## config.mk

```make
export PLATFORM = sky130hd
export DESIGN_NAME = mpa_scan_ctrl
export DESIGN_NICKNAME = d
export VERILOG_FILES = /design/src/rtl/mpa_pkg.sv /design/src/rtl/mpa_scan_ctrl.sv
export VERILOG_INCLUDE_DIRS = /design/src /design/src/rtl
export SDC_FILE = /design/constraint.sdc
export NUM_CORES = 1
export LEC_CHECK = 0
export ABC_AREA = 1
export BUFFER_PORTS_ARGS = -buffer_cell sky130_fd_sc_hd__buf_2
export CAP_MARGIN = 20
export CORE_UTILIZATION = 33
export CTS_CLUSTER_DIAMETER = 60
export CTS_CLUSTER_SIZE = 12
export DETAILED_ROUTE_END_ITERATION = 8
export PLACE_DENSITY = 0.56
export SYNTH_ARGS = -nofsm -noshare
export SYNTH_HDL_FRONTEND = slang
export SYNTH_SLANG_ARGS = --single-unit
export TNS_END_PERCENT = 5
```

## constraint.sdc

```tcl
create_clock -name clk -period 2.7 [get_ports clk]
set_input_delay 0.405 -clock clk [delete_from_list [all_inputs] [get_ports clk]]
set_output_delay 0.405 -clock clk [all_outputs]
set_load 0.03 [all_outputs]
```

## src/rtl/max_pool_with_argmax_macros.svh

```systemverilog
// ----------------------------------------------------------------------------
// max_pool_with_argmax macros: assertion helpers
// concurrent checks clocked on clk and disabled while arst_n is low
// ----------------------------------------------------------------------------
`ifndef MAX_POOL_WITH_ARGMAX_MACROS_SVH
`define MAX_POOL_WITH_ARGMAX_MACROS_SVH

// same-cycle implication
`define MPA_ASSERT_NOW(label, ante, cons) \
	label: assert property (@(posedge clk) disable iff (!arst_n) (ante) |-> (cons)) \
		else $error("mpa check failed");

// next-cycle implication
`define MPA_ASSERT_NEXT(label, ante, cons) \
	label: assert property (@(posedge clk) disable iff (!arst_n) (ante) |=> (cons)) \
		else $error("mpa check failed");

`endif

```

## src/rtl/mpa_pkg.sv

```systemverilog
// ----------------------------------------------------------------------------
// mpa_pkg: shared types and constants for max pooling with argmax
// register codes, field widths, scan flags and default sizes
// ----------------------------------------------------------------------------
`default_nettype none

package mpa_pkg;

	localparam int DEF_MAX_ROWS     = 256;
	localparam int DEF_MAX_COLS     = 256;
	localparam int DEF_MAX_POOL     = 8;
	localparam int DEF_MAX_MAPS     = 256;
	localparam int DEF_SAMPLE_WIDTH = 16;

	localparam int CFG_INDEX_W = 3;
	localparam int CFG_DATA_W  = 9;
	localparam int DIM_REG_W   = 9;
	localparam int POOL_REG_W  = 4;
	localparam int STACK_W     = 24;
	localparam int SRC_INDEX_W = 25;

	typedef enum logic [CFG_INDEX_W-1:0] {
		REG_MAP_ROWS  = 3'd0,
		REG_MAP_COLS  = 3'd1,
		REG_POOL_SIZE = 3'd2,
		REG_MAP_COUNT = 3'd3
	} cfg_reg_t;

	// per-sample flags from the scan counters
	typedef struct packed {
		logic first;       // first sample of its tile
		logic done;        // last sample of its tile
		logic end_of_map;  // last sample of its map
	} scan_flags_t;

	// bits needed to index n entries, at least one
	function automatic int cw(input int n);
		return (n > 1) ? $clog2(n) : 1;
	endfunction

endpackage

`default_nettype wire

```

## src/rtl/mpa_scan_ctrl.sv

```systemverilog
// ----------------------------------------------------------------------------
// mpa_scan_ctrl: configuration registers and scan position counters
// tracks row, tile, column and map of the next sample, flags tile boundaries
// ----------------------------------------------------------------------------
`default_nettype none

`include "max_pool_with_argmax_macros.svh"

module mpa_scan_ctrl #(
	parameter int MAX_ROWS = mpa_pkg::DEF_MAX_ROWS,
	parameter int MAX_COLS = mpa_pkg::DEF_MAX_COLS,
	parameter int MAX_POOL = mpa_pkg::DEF_MAX_POOL,
	parameter int MAX_MAPS = mpa_pkg::DEF_MAX_MAPS
) (
	input  logic                                   clk,
	input  logic                                   arst_n,
	input  logic                                   cfg_valid,
	input  logic [mpa_pkg::CFG_INDEX_W-1:0]        cfg_index,
	input  logic [mpa_pkg::CFG_DATA_W-1:0]         cfg_data,
	input  logic                                   acc,
	output logic [mpa_pkg::cw(MAX_ROWS)-1:0]       tile,
	output logic [mpa_pkg::STACK_W-1:0]            stack_pos,
	output mpa_pkg::scan_flags_t                   flags
);
	import mpa_pkg::*;

	localparam int RW = cw(MAX_ROWS);
	localparam int CW = cw(MAX_COLS);
	localparam int PW = cw(MAX_POOL);
	localparam int MW = cw(MAX_MAPS);

	// configuration, held as value minus one
	logic [RW-1:0] rows_m1_q;
	logic [CW-1:0] cols_m1_q;
	logic [PW-1:0] pool_m1_q;
	logic [MW-1:0] maps_m1_q;

	logic [RW-1:0] row_q;
	logic [PW-1:0] tro_q;
	logic [RW-1:0] tile_q;
	logic [CW-1:0] col_q;
	logic [PW-1:0] cis_q;
	logic [MW-1:0] map_q;
	logic [STACK_W-1:0] stack_q;

	logic row_last, col_last, tro_last, cis_last, map_last;

	// zero reads as one, too large reads as the maximum
	function automatic int unsigned clamp_m1(input int unsigned v, input int unsigned hi);
		if (v == 0) return 0;
		if (v > hi) return hi - 1;
		return v - 1;
	endfunction

	assign row_last = (row_q == rows_m1_q);
	assign col_last = (col_q == cols_m1_q);
	assign tro_last = (tro_q == pool_m1_q);
	assign cis_last = (cis_q == pool_m1_q);
	assign map_last = (map_q == maps_m1_q);

	assign flags.first      = (cis_q == '0) && (tro_q == '0);
	assign flags.done       = (tro_last || row_last) && (cis_last || col_last);
	assign flags.end_of_map = row_last && col_last;
	assign tile             = tile_q;
	assign stack_pos        = stack_q;

	always_ff @(posedge clk or negedge arst_n) begin
		if (!arst_n) begin
			rows_m1_q <= '0;
			cols_m1_q <= '0;
			pool_m1_q <= PW'(clamp_m1(2, MAX_POOL));
			maps_m1_q <= '0;
			row_q     <= '0;
			tro_q     <= '0;
			tile_q    <= '0;
			col_q     <= '0;
			cis_q     <= '0;
			map_q     <= '0;
			stack_q   <= '0;
		end else if (cfg_valid) begin
			// any known register write restarts the stream
			unique case (cfg_index)
				REG_MAP_ROWS:  rows_m1_q <= RW'(clamp_m1(32'(cfg_data[DIM_REG_W-1:0]), MAX_ROWS));
				REG_MAP_COLS:  cols_m1_q <= CW'(clamp_m1(32'(cfg_data[DIM_REG_W-1:0]), MAX_COLS));
				REG_POOL_SIZE: pool_m1_q <= PW'(clamp_m1(32'(cfg_data[POOL_REG_W-1:0]), MAX_POOL));
				REG_MAP_COUNT: maps_m1_q <= MW'(clamp_m1(32'(cfg_data[DIM_REG_W-1:0]), MAX_MAPS));
				default: ;
			endcase
			if (cfg_index == REG_MAP_ROWS || cfg_index == REG_MAP_COLS ||
			    cfg_index == REG_POOL_SIZE || cfg_index == REG_MAP_COUNT) begin
				row_q   <= '0;
				tro_q   <= '0;
				tile_q  <= '0;
				col_q   <= '0;
				cis_q   <= '0;
				map_q   <= '0;
				stack_q <= '0;
			end
		end else if (acc) begin
			if (row_last) begin
				row_q  <= '0;
				tro_q  <= '0;
				tile_q <= '0;
				if (col_last) begin
					col_q <= '0;
					cis_q <= '0;
					if (map_last) begin
						map_q   <= '0;
						stack_q <= '0;
					end else begin
						map_q   <= map_q + 1'b1;
						stack_q <= stack_q + 1'b1;
					end
				end else begin
					col_q   <= col_q + 1'b1;
					cis_q   <= cis_last ? '0 : cis_q + 1'b1;
					stack_q <= stack_q + 1'b1;
				end
			end else begin
				row_q   <= row_q + 1'b1;
				stack_q <= stack_q + 1'b1;
				if (tro_last) begin
					tro_q  <= '0;
					tile_q <= tile_q + 1'b1;
				end else begin
					tro_q <= tro_q + 1'b1;
				end
			end
		end
	end

	`MPA_ASSERT_NOW(a_row_in_map, 1'b1, row_q <= rows_m1_q)
	`MPA_ASSERT_NOW(a_col_in_map, 1'b1, col_q <= cols_m1_q)
	`MPA_ASSERT_NOW(a_tro_in_tile, 1'b1, tro_q <= pool_m1_q && cis_q <= pool_m1_q)

endmodule

`default_nettype wire

```

# Word-level counts from Yosys, hierarchy flattened
# Index checks and enable logic that the tools add are counted.
dict set report word_totals {
  regBits 89
  input_bits 16
  out_inout_bits 35
  elab_cells 123
}
dict set report classes {
  n_addsub 9
  order_cmp 2
  eq_ne 9
  n_mux 67
  n_reduce_logical 25
}
# op n
set op_table {}
lappend op_table {{$mux W8} 24}
lappend op_table {{$mux W24} 6}
lappend op_table {{$mux W3} 13}
lappend op_table {{$add A8 B1 Y8 const B} 4}
lappend op_table {{$add A24 B1 Y24 const B} 1}
lappend op_table {{$eq A8 B8 Y1} 3}
lappend op_table {{$mux W1} 24}
lappend op_table {{$reduce_and A2 Y1} 5}
lappend op_table {{$gt A9 B9 Y1 const B} 1}
lappend op_table {{$logic_not A3 Y1} 3}
lappend op_table {{$logic_not A9 Y1} 1}
lappend op_table {{$sub A8 B1 Y8 const B} 1}
lappend op_table {{$add A3 B1 Y3 const B} 2}
lappend op_table {{$eq A3 B2 Y1 const B} 2}
lappend op_table {{$eq A3 B3 Y1} 2}
lappend op_table {{$reduce_and A3 Y1} 2}
lappend op_table {{$reduce_bool A2 Y1} 3}
lappend op_table {{$logic_or A1 B1 Y1} 5}
lappend op_table {{$gt A4 B4 Y1 const B} 1}
lappend op_table {{$logic_not A4 Y1} 1}
lappend op_table {{$reduce_and A4 Y1} 1}
lappend op_table {{$eq A3 B1 Y1 const B} 1}
lappend op_table {{$logic_and A1 B1 Y1} 3}
lappend op_table {{$reduce_bool A3 Y1} 1}
lappend op_table {{2 further kinds} 2}

# Longest topological paths before layout
dict set report depth {
  word_depth 9
  ltp_mapped 12
  depth_no_buf 12
}

# Worst setup path after synthesis
# Ideal clock, no wire load.
dict set report synth_timing {
  kind {register -> register}
  start {reg stack_q[0], in the netlist stack_pos[0]}
  end {reg stack_q[12], in the netlist stack_pos[12]}
  setup_time_ps 120
  t_arrival_ps 1630
  required_ps 2580
  path_slack_ps 950
  path_stages_with_launch 10
  path_buffers 0
  synth_period_minus_slack_ps 1750
  cell_sequence {dfrtp_1 > ha_1 > nand2_1 > nor2_1 > nand2_1 > nor2_1 > nand3b_1 > nor2_1 > xor2_1 > nor2_1}
}
dict set report synth_via {
  elab_chain_len 6
}
# item line_no
set synth_rtl {}
lappend synth_rtl {{start, declared} mpa_scan_ctrl.sv:44} ;# logic [STACK_W-1:0] stack_q;
lappend synth_rtl {{start signal, assigned} mpa_scan_ctrl.sv:112} ;# stack_q <= stack_q + 1'b1;
lappend synth_rtl {{start signal, assigned} mpa_scan_ctrl.sv:117} ;# stack_q <= stack_q + 1'b1;
lappend synth_rtl {{start signal, assigned} mpa_scan_ctrl.sv:121} ;# stack_q <= stack_q + 1'b1;
lappend synth_rtl {{$add A24 B1 Y24 *} {mpa_scan_ctrl.sv:112, mpa_scan_ctrl.sv:117, mpa_scan_ctrl.sv:121}}
lappend synth_rtl {{$mux W24} mpa_scan_ctrl.sv:107} ;# if (map_last) begin
lappend synth_rtl {{$mux W24} mpa_scan_ctrl.sv:104} ;# if (col_last) begin
lappend synth_rtl {{$mux W24 *} mpa_scan_ctrl.sv:100} ;# if (row_last) begin
lappend synth_rtl {{$mux W24 *} mpa_scan_ctrl.sv:99} ;# end else if (acc) begin
lappend synth_rtl {{$mux W24 *} mpa_scan_ctrl.sv:80} ;# end else if (cfg_valid) begin
# Mark *: on every way between the ends. The rest lies on a longest branch, timed or not. The select of a mux whose other input is x is not followed.
# A chain may end at the register's enable or synchronous reset.

==> results by group <==
Outcome
  – Status: completed

CTS
  – CTS Buffer Depth: 2
  – CTS tree: built
  – Post-CTS Setup Bufs: 0
  – Clock Latency Late Sink: 0.35 ns
  – Max H-tree Level: 3
  – CTS buffer count: 9
  – Post-CTS Resized: 0
  – Clk pin slew, worst setup/hold paths: 0.06 ns
  – Clock root buffer master: clkbuf_16
  – Hold Buf Count CTS: 0
  – CTS Sinks: 89

Place
  – Port bufs: 50
  – DPL Wire Length: 9.75 mm
  – GPL Wtd Cong: 0.885
  – Placed cell count: 982

Routing
  – Total wire length: 13.0 mm
  – Drt pass-1 iters: 5
  – Avg Vias per Cell: 4.62
  – WL per Instance: 13.0 um
  – Vias: 4611
  – Drc violations: 0
  – DRT antenna net count: 0
  – DRT iter0 DRCs: 397

Timing
  – Max-slew headroom: 62.8%
  – FMAX: 425 MHz
  – Final hold vios: 0
  – Post-layout minimum cycle time: 2.36 ns
  – Final setup viols: 0
  – RSZ-0062 raised after global routing: false
  – Clock skew: 0.00711 ns
  – Slew @ Worst Pin: 0.556 ns
  – Slew Viols, Final: 0
  – Period utilization: 87.2%
  – Post-route setup TNS: 0 ns

Floorplan
  – Die Y: 129 um
  – Core box area: 15800 um^2
  – IO Pins: 51
  – Die area: 16600 um^2
  – Initial core utilization: 33.6%
  – Die X: 129 um
  – # rows: 46

Setup path
  – Crit path kind: reg -> out
  – Crit. End Element: primary output
  – Reg-to-reg critical path endpoint: tile[3]
  – Reg2reg setup slack: 0.80 ns
  – Worst r2r path cells: 12
  – Worst Path Arrival: 1.95 ns
  – Worst-path fanout max: 8
  – Reg2reg start: row_q[5]
  – CP startpoint kind: flop
  – Critical path required time: 2.30 ns

Yosys
  – Async SR Flop Fraction: 100%
  – Register area share after synthesis: 41.9%
  – Synth Cell Area: 5320 um^2
  – Most instantiated cells after synthesis: nand2_1 (214), dfrtp_1 (88), inv_1 (88)
  – Mapped Cells: 726
  – Top-count cell post-synth: nand2_1
  – Yosys top cell by area: dfrtp_1
  – Synth area leaders: dfrtp_1 (41%), nand2_1 (15%), inv_1 (6.2%)
  – Prevailing post-synth register cell: dfrtp_1
  – Synth Register Bits: 89
  – Ys Warns: 0
  – Synth cell types: 40
  – Mean post-synth cell area: 7.33 um^2
  – Syn Nets: 753
  – Synth top area share: 41.4%
  – EDFF count, synth: 0

Power
  – Cell Pwr Density: 620 nW/um^2
  – Internal cell power: 2.49 mW
  – Comb pwr share: 23.0%
  – Leakage: 3.04 nW
  – Pwr Total: 3.76 mW
  – Clock share of power: 31.6%
  – NetSw: 1.27 mW
  – Sw frac: 33.7%
  – Sequential share of power: 45.3%
  – Max VDD drop: 0.355 mV

Layout
  – N_diodes: 0
  – Fin cells: 998
  – Fillers: 1694
  – Final core occ: 38.3%
  – Final net count: 804
  – P&R area growth vs syn: 14.0%
  – Layout cells sized above 1: 12.1%

GRT
  – Largest net degree at the start of global routing: 54
  – Vias in the first global route: 4215
  – Initial antenna violation count: 0
  – First-pass GRT wire length: 21.6 mm
  – Gr usage total: 16.9%
  – GR Overflow Total: 0

Worst hold path
  – Min-Delay Path Class: in -> async

Job
  – Max-cap violations: 0
[state kept, by name (all words and copies together), names as in the netlist]
| register | count |
|---|---|
| stack_pos | 24 |
| col_q | 8 |
| cols_m1_q | 8 |
| map_q | 8 |
| maps_m1_q | 8 |
| row_q | 8 |
| rows_m1_q | 8 |
| tile | 8 |
| cis_q | 3 |
| pool_m1_q | 3 |
| tro_q | 3 |
[worst max-delay path, stage by stage, from the launching register on]
cell and delay [ns]:
dfrtp_1 0.44, inv_1 0.06, nand2_1 0.05, nand2_1 0.04
nor2_1 0.11, nand2_1 0.10, nor2_4 0.25, inv_1 0.14
nand2_1 0.08, nand2_1 0.05, inv_1 0.07, buf_2 0.19
[cell families (layout without fill, tap and decap cells)]
| logic type | count (synthesis) | after routing | share of synthesized area [%] |
|---|---|---|---|
| simple gates | 403 | 403 | 33.1 |
| buf+inv | 106 | 162 | 8.25 |
| flops | 89 | 89 | 41.9 |
| compound gates | 81 | 81 | 8.27 |
| xor+xnor | 36 | 36 | 5.92 |
| fa+ha+maj | 11 | 11 | 2.59 |
[routing by layer]
metal	routed length, um	vias up	track usage, %
met5	0	-	0
met4	186	0	5.81
met3	356	14	2.66
met2	5460	71	25.2
met1	7020	2107	24.8
li1	-	2419	-
[layout make-up]
class / instances / area [um^2] / share of cell area (%)
inverter: 93 / 352 / 5.79
clock buffer: 13 / 260 / 4.29
sequential: 89 / 2230 / 36.7
multi-input combinational: 531 / 2660 / 43.8
tap: 216 / 270 / 4.45
timing repair buffer: 53 / 288 / 4.74
clock inverter: 3 / 15.0 / 0.247
[placed cells by master (no fill, tap or decap), types with 2 or more instances in the layout]
cell type / count
nor2_2: 3
inv_1: 88
xnor2_1: 10
clkinv_2: 3
buf_2: 49
a31oi_1: 2
o21ai_0: 49
o22ai_1: 7
nand2_1: 214
o21ai_1: 6
nand3b_1: 2
clkbuf_8: 2
inv_2: 4
nand3_1: 38
ha_1: 11
clkbuf_1: 2
buf_4: 3
o21ai_2: 5
nand2_2: 6
xor2_1: 26
dfrtp_1: 88
nor3_1: 20
nor3b_1: 3
a21oi_1: 10
clkbuf_16: 9
nor2_4: 3
nand4_1: 23
nor2_1: 82
[metrics by stage]
| step | hold WS (ns) | setup WS [ns] | area (um^2) |
|---|---|---|---|
| after floorplan | 0.109 | 0.950 | 5320 |
| after global placement | 0.410 | 0.679 | 5790 |
| after detailed placement | 0.415 | 0.676 | 5790 |
| after CTS | 0.0444 | 0.344 | 6070 |
| after global routing | 0.0640 | 0.194 | 6070 |
| final | 0.0256 | 0.345 | 6070 |
[worst max-delay path by stage]
stage,startpoint,to,slack [ns],cells past startpoint
final,col_q[0],flags[1],0.34,11
after floorplan,stack_pos[0],stack_pos[12],0.95,9
after global routing,col_q[0],flags[1],0.19,11
after detailed placement,cfg_valid,tile[2],0.68,9
after CTS,col_q[0],flags[1],0.34,11
after global placement,cfg_valid,row_q[6],0.68,8
[power by group through the flow]
stage / Clock [mW] / Sequential (mW) / Combinational (mW)
6_report: 1.19 / 1.71 / 0.868
5_1_grt: 1.27 / 1.74 / 1.00
4_1_cts: 1.22 / 1.71 / 0.879
3_5_place_dp: 0 / 1.73 / 0.874
3_3_place_gp: 0 / 1.73 / 0.866
2_1_floorplan: 0 / 1.72 / 0.620
Power figures use the tool's default switching activity.
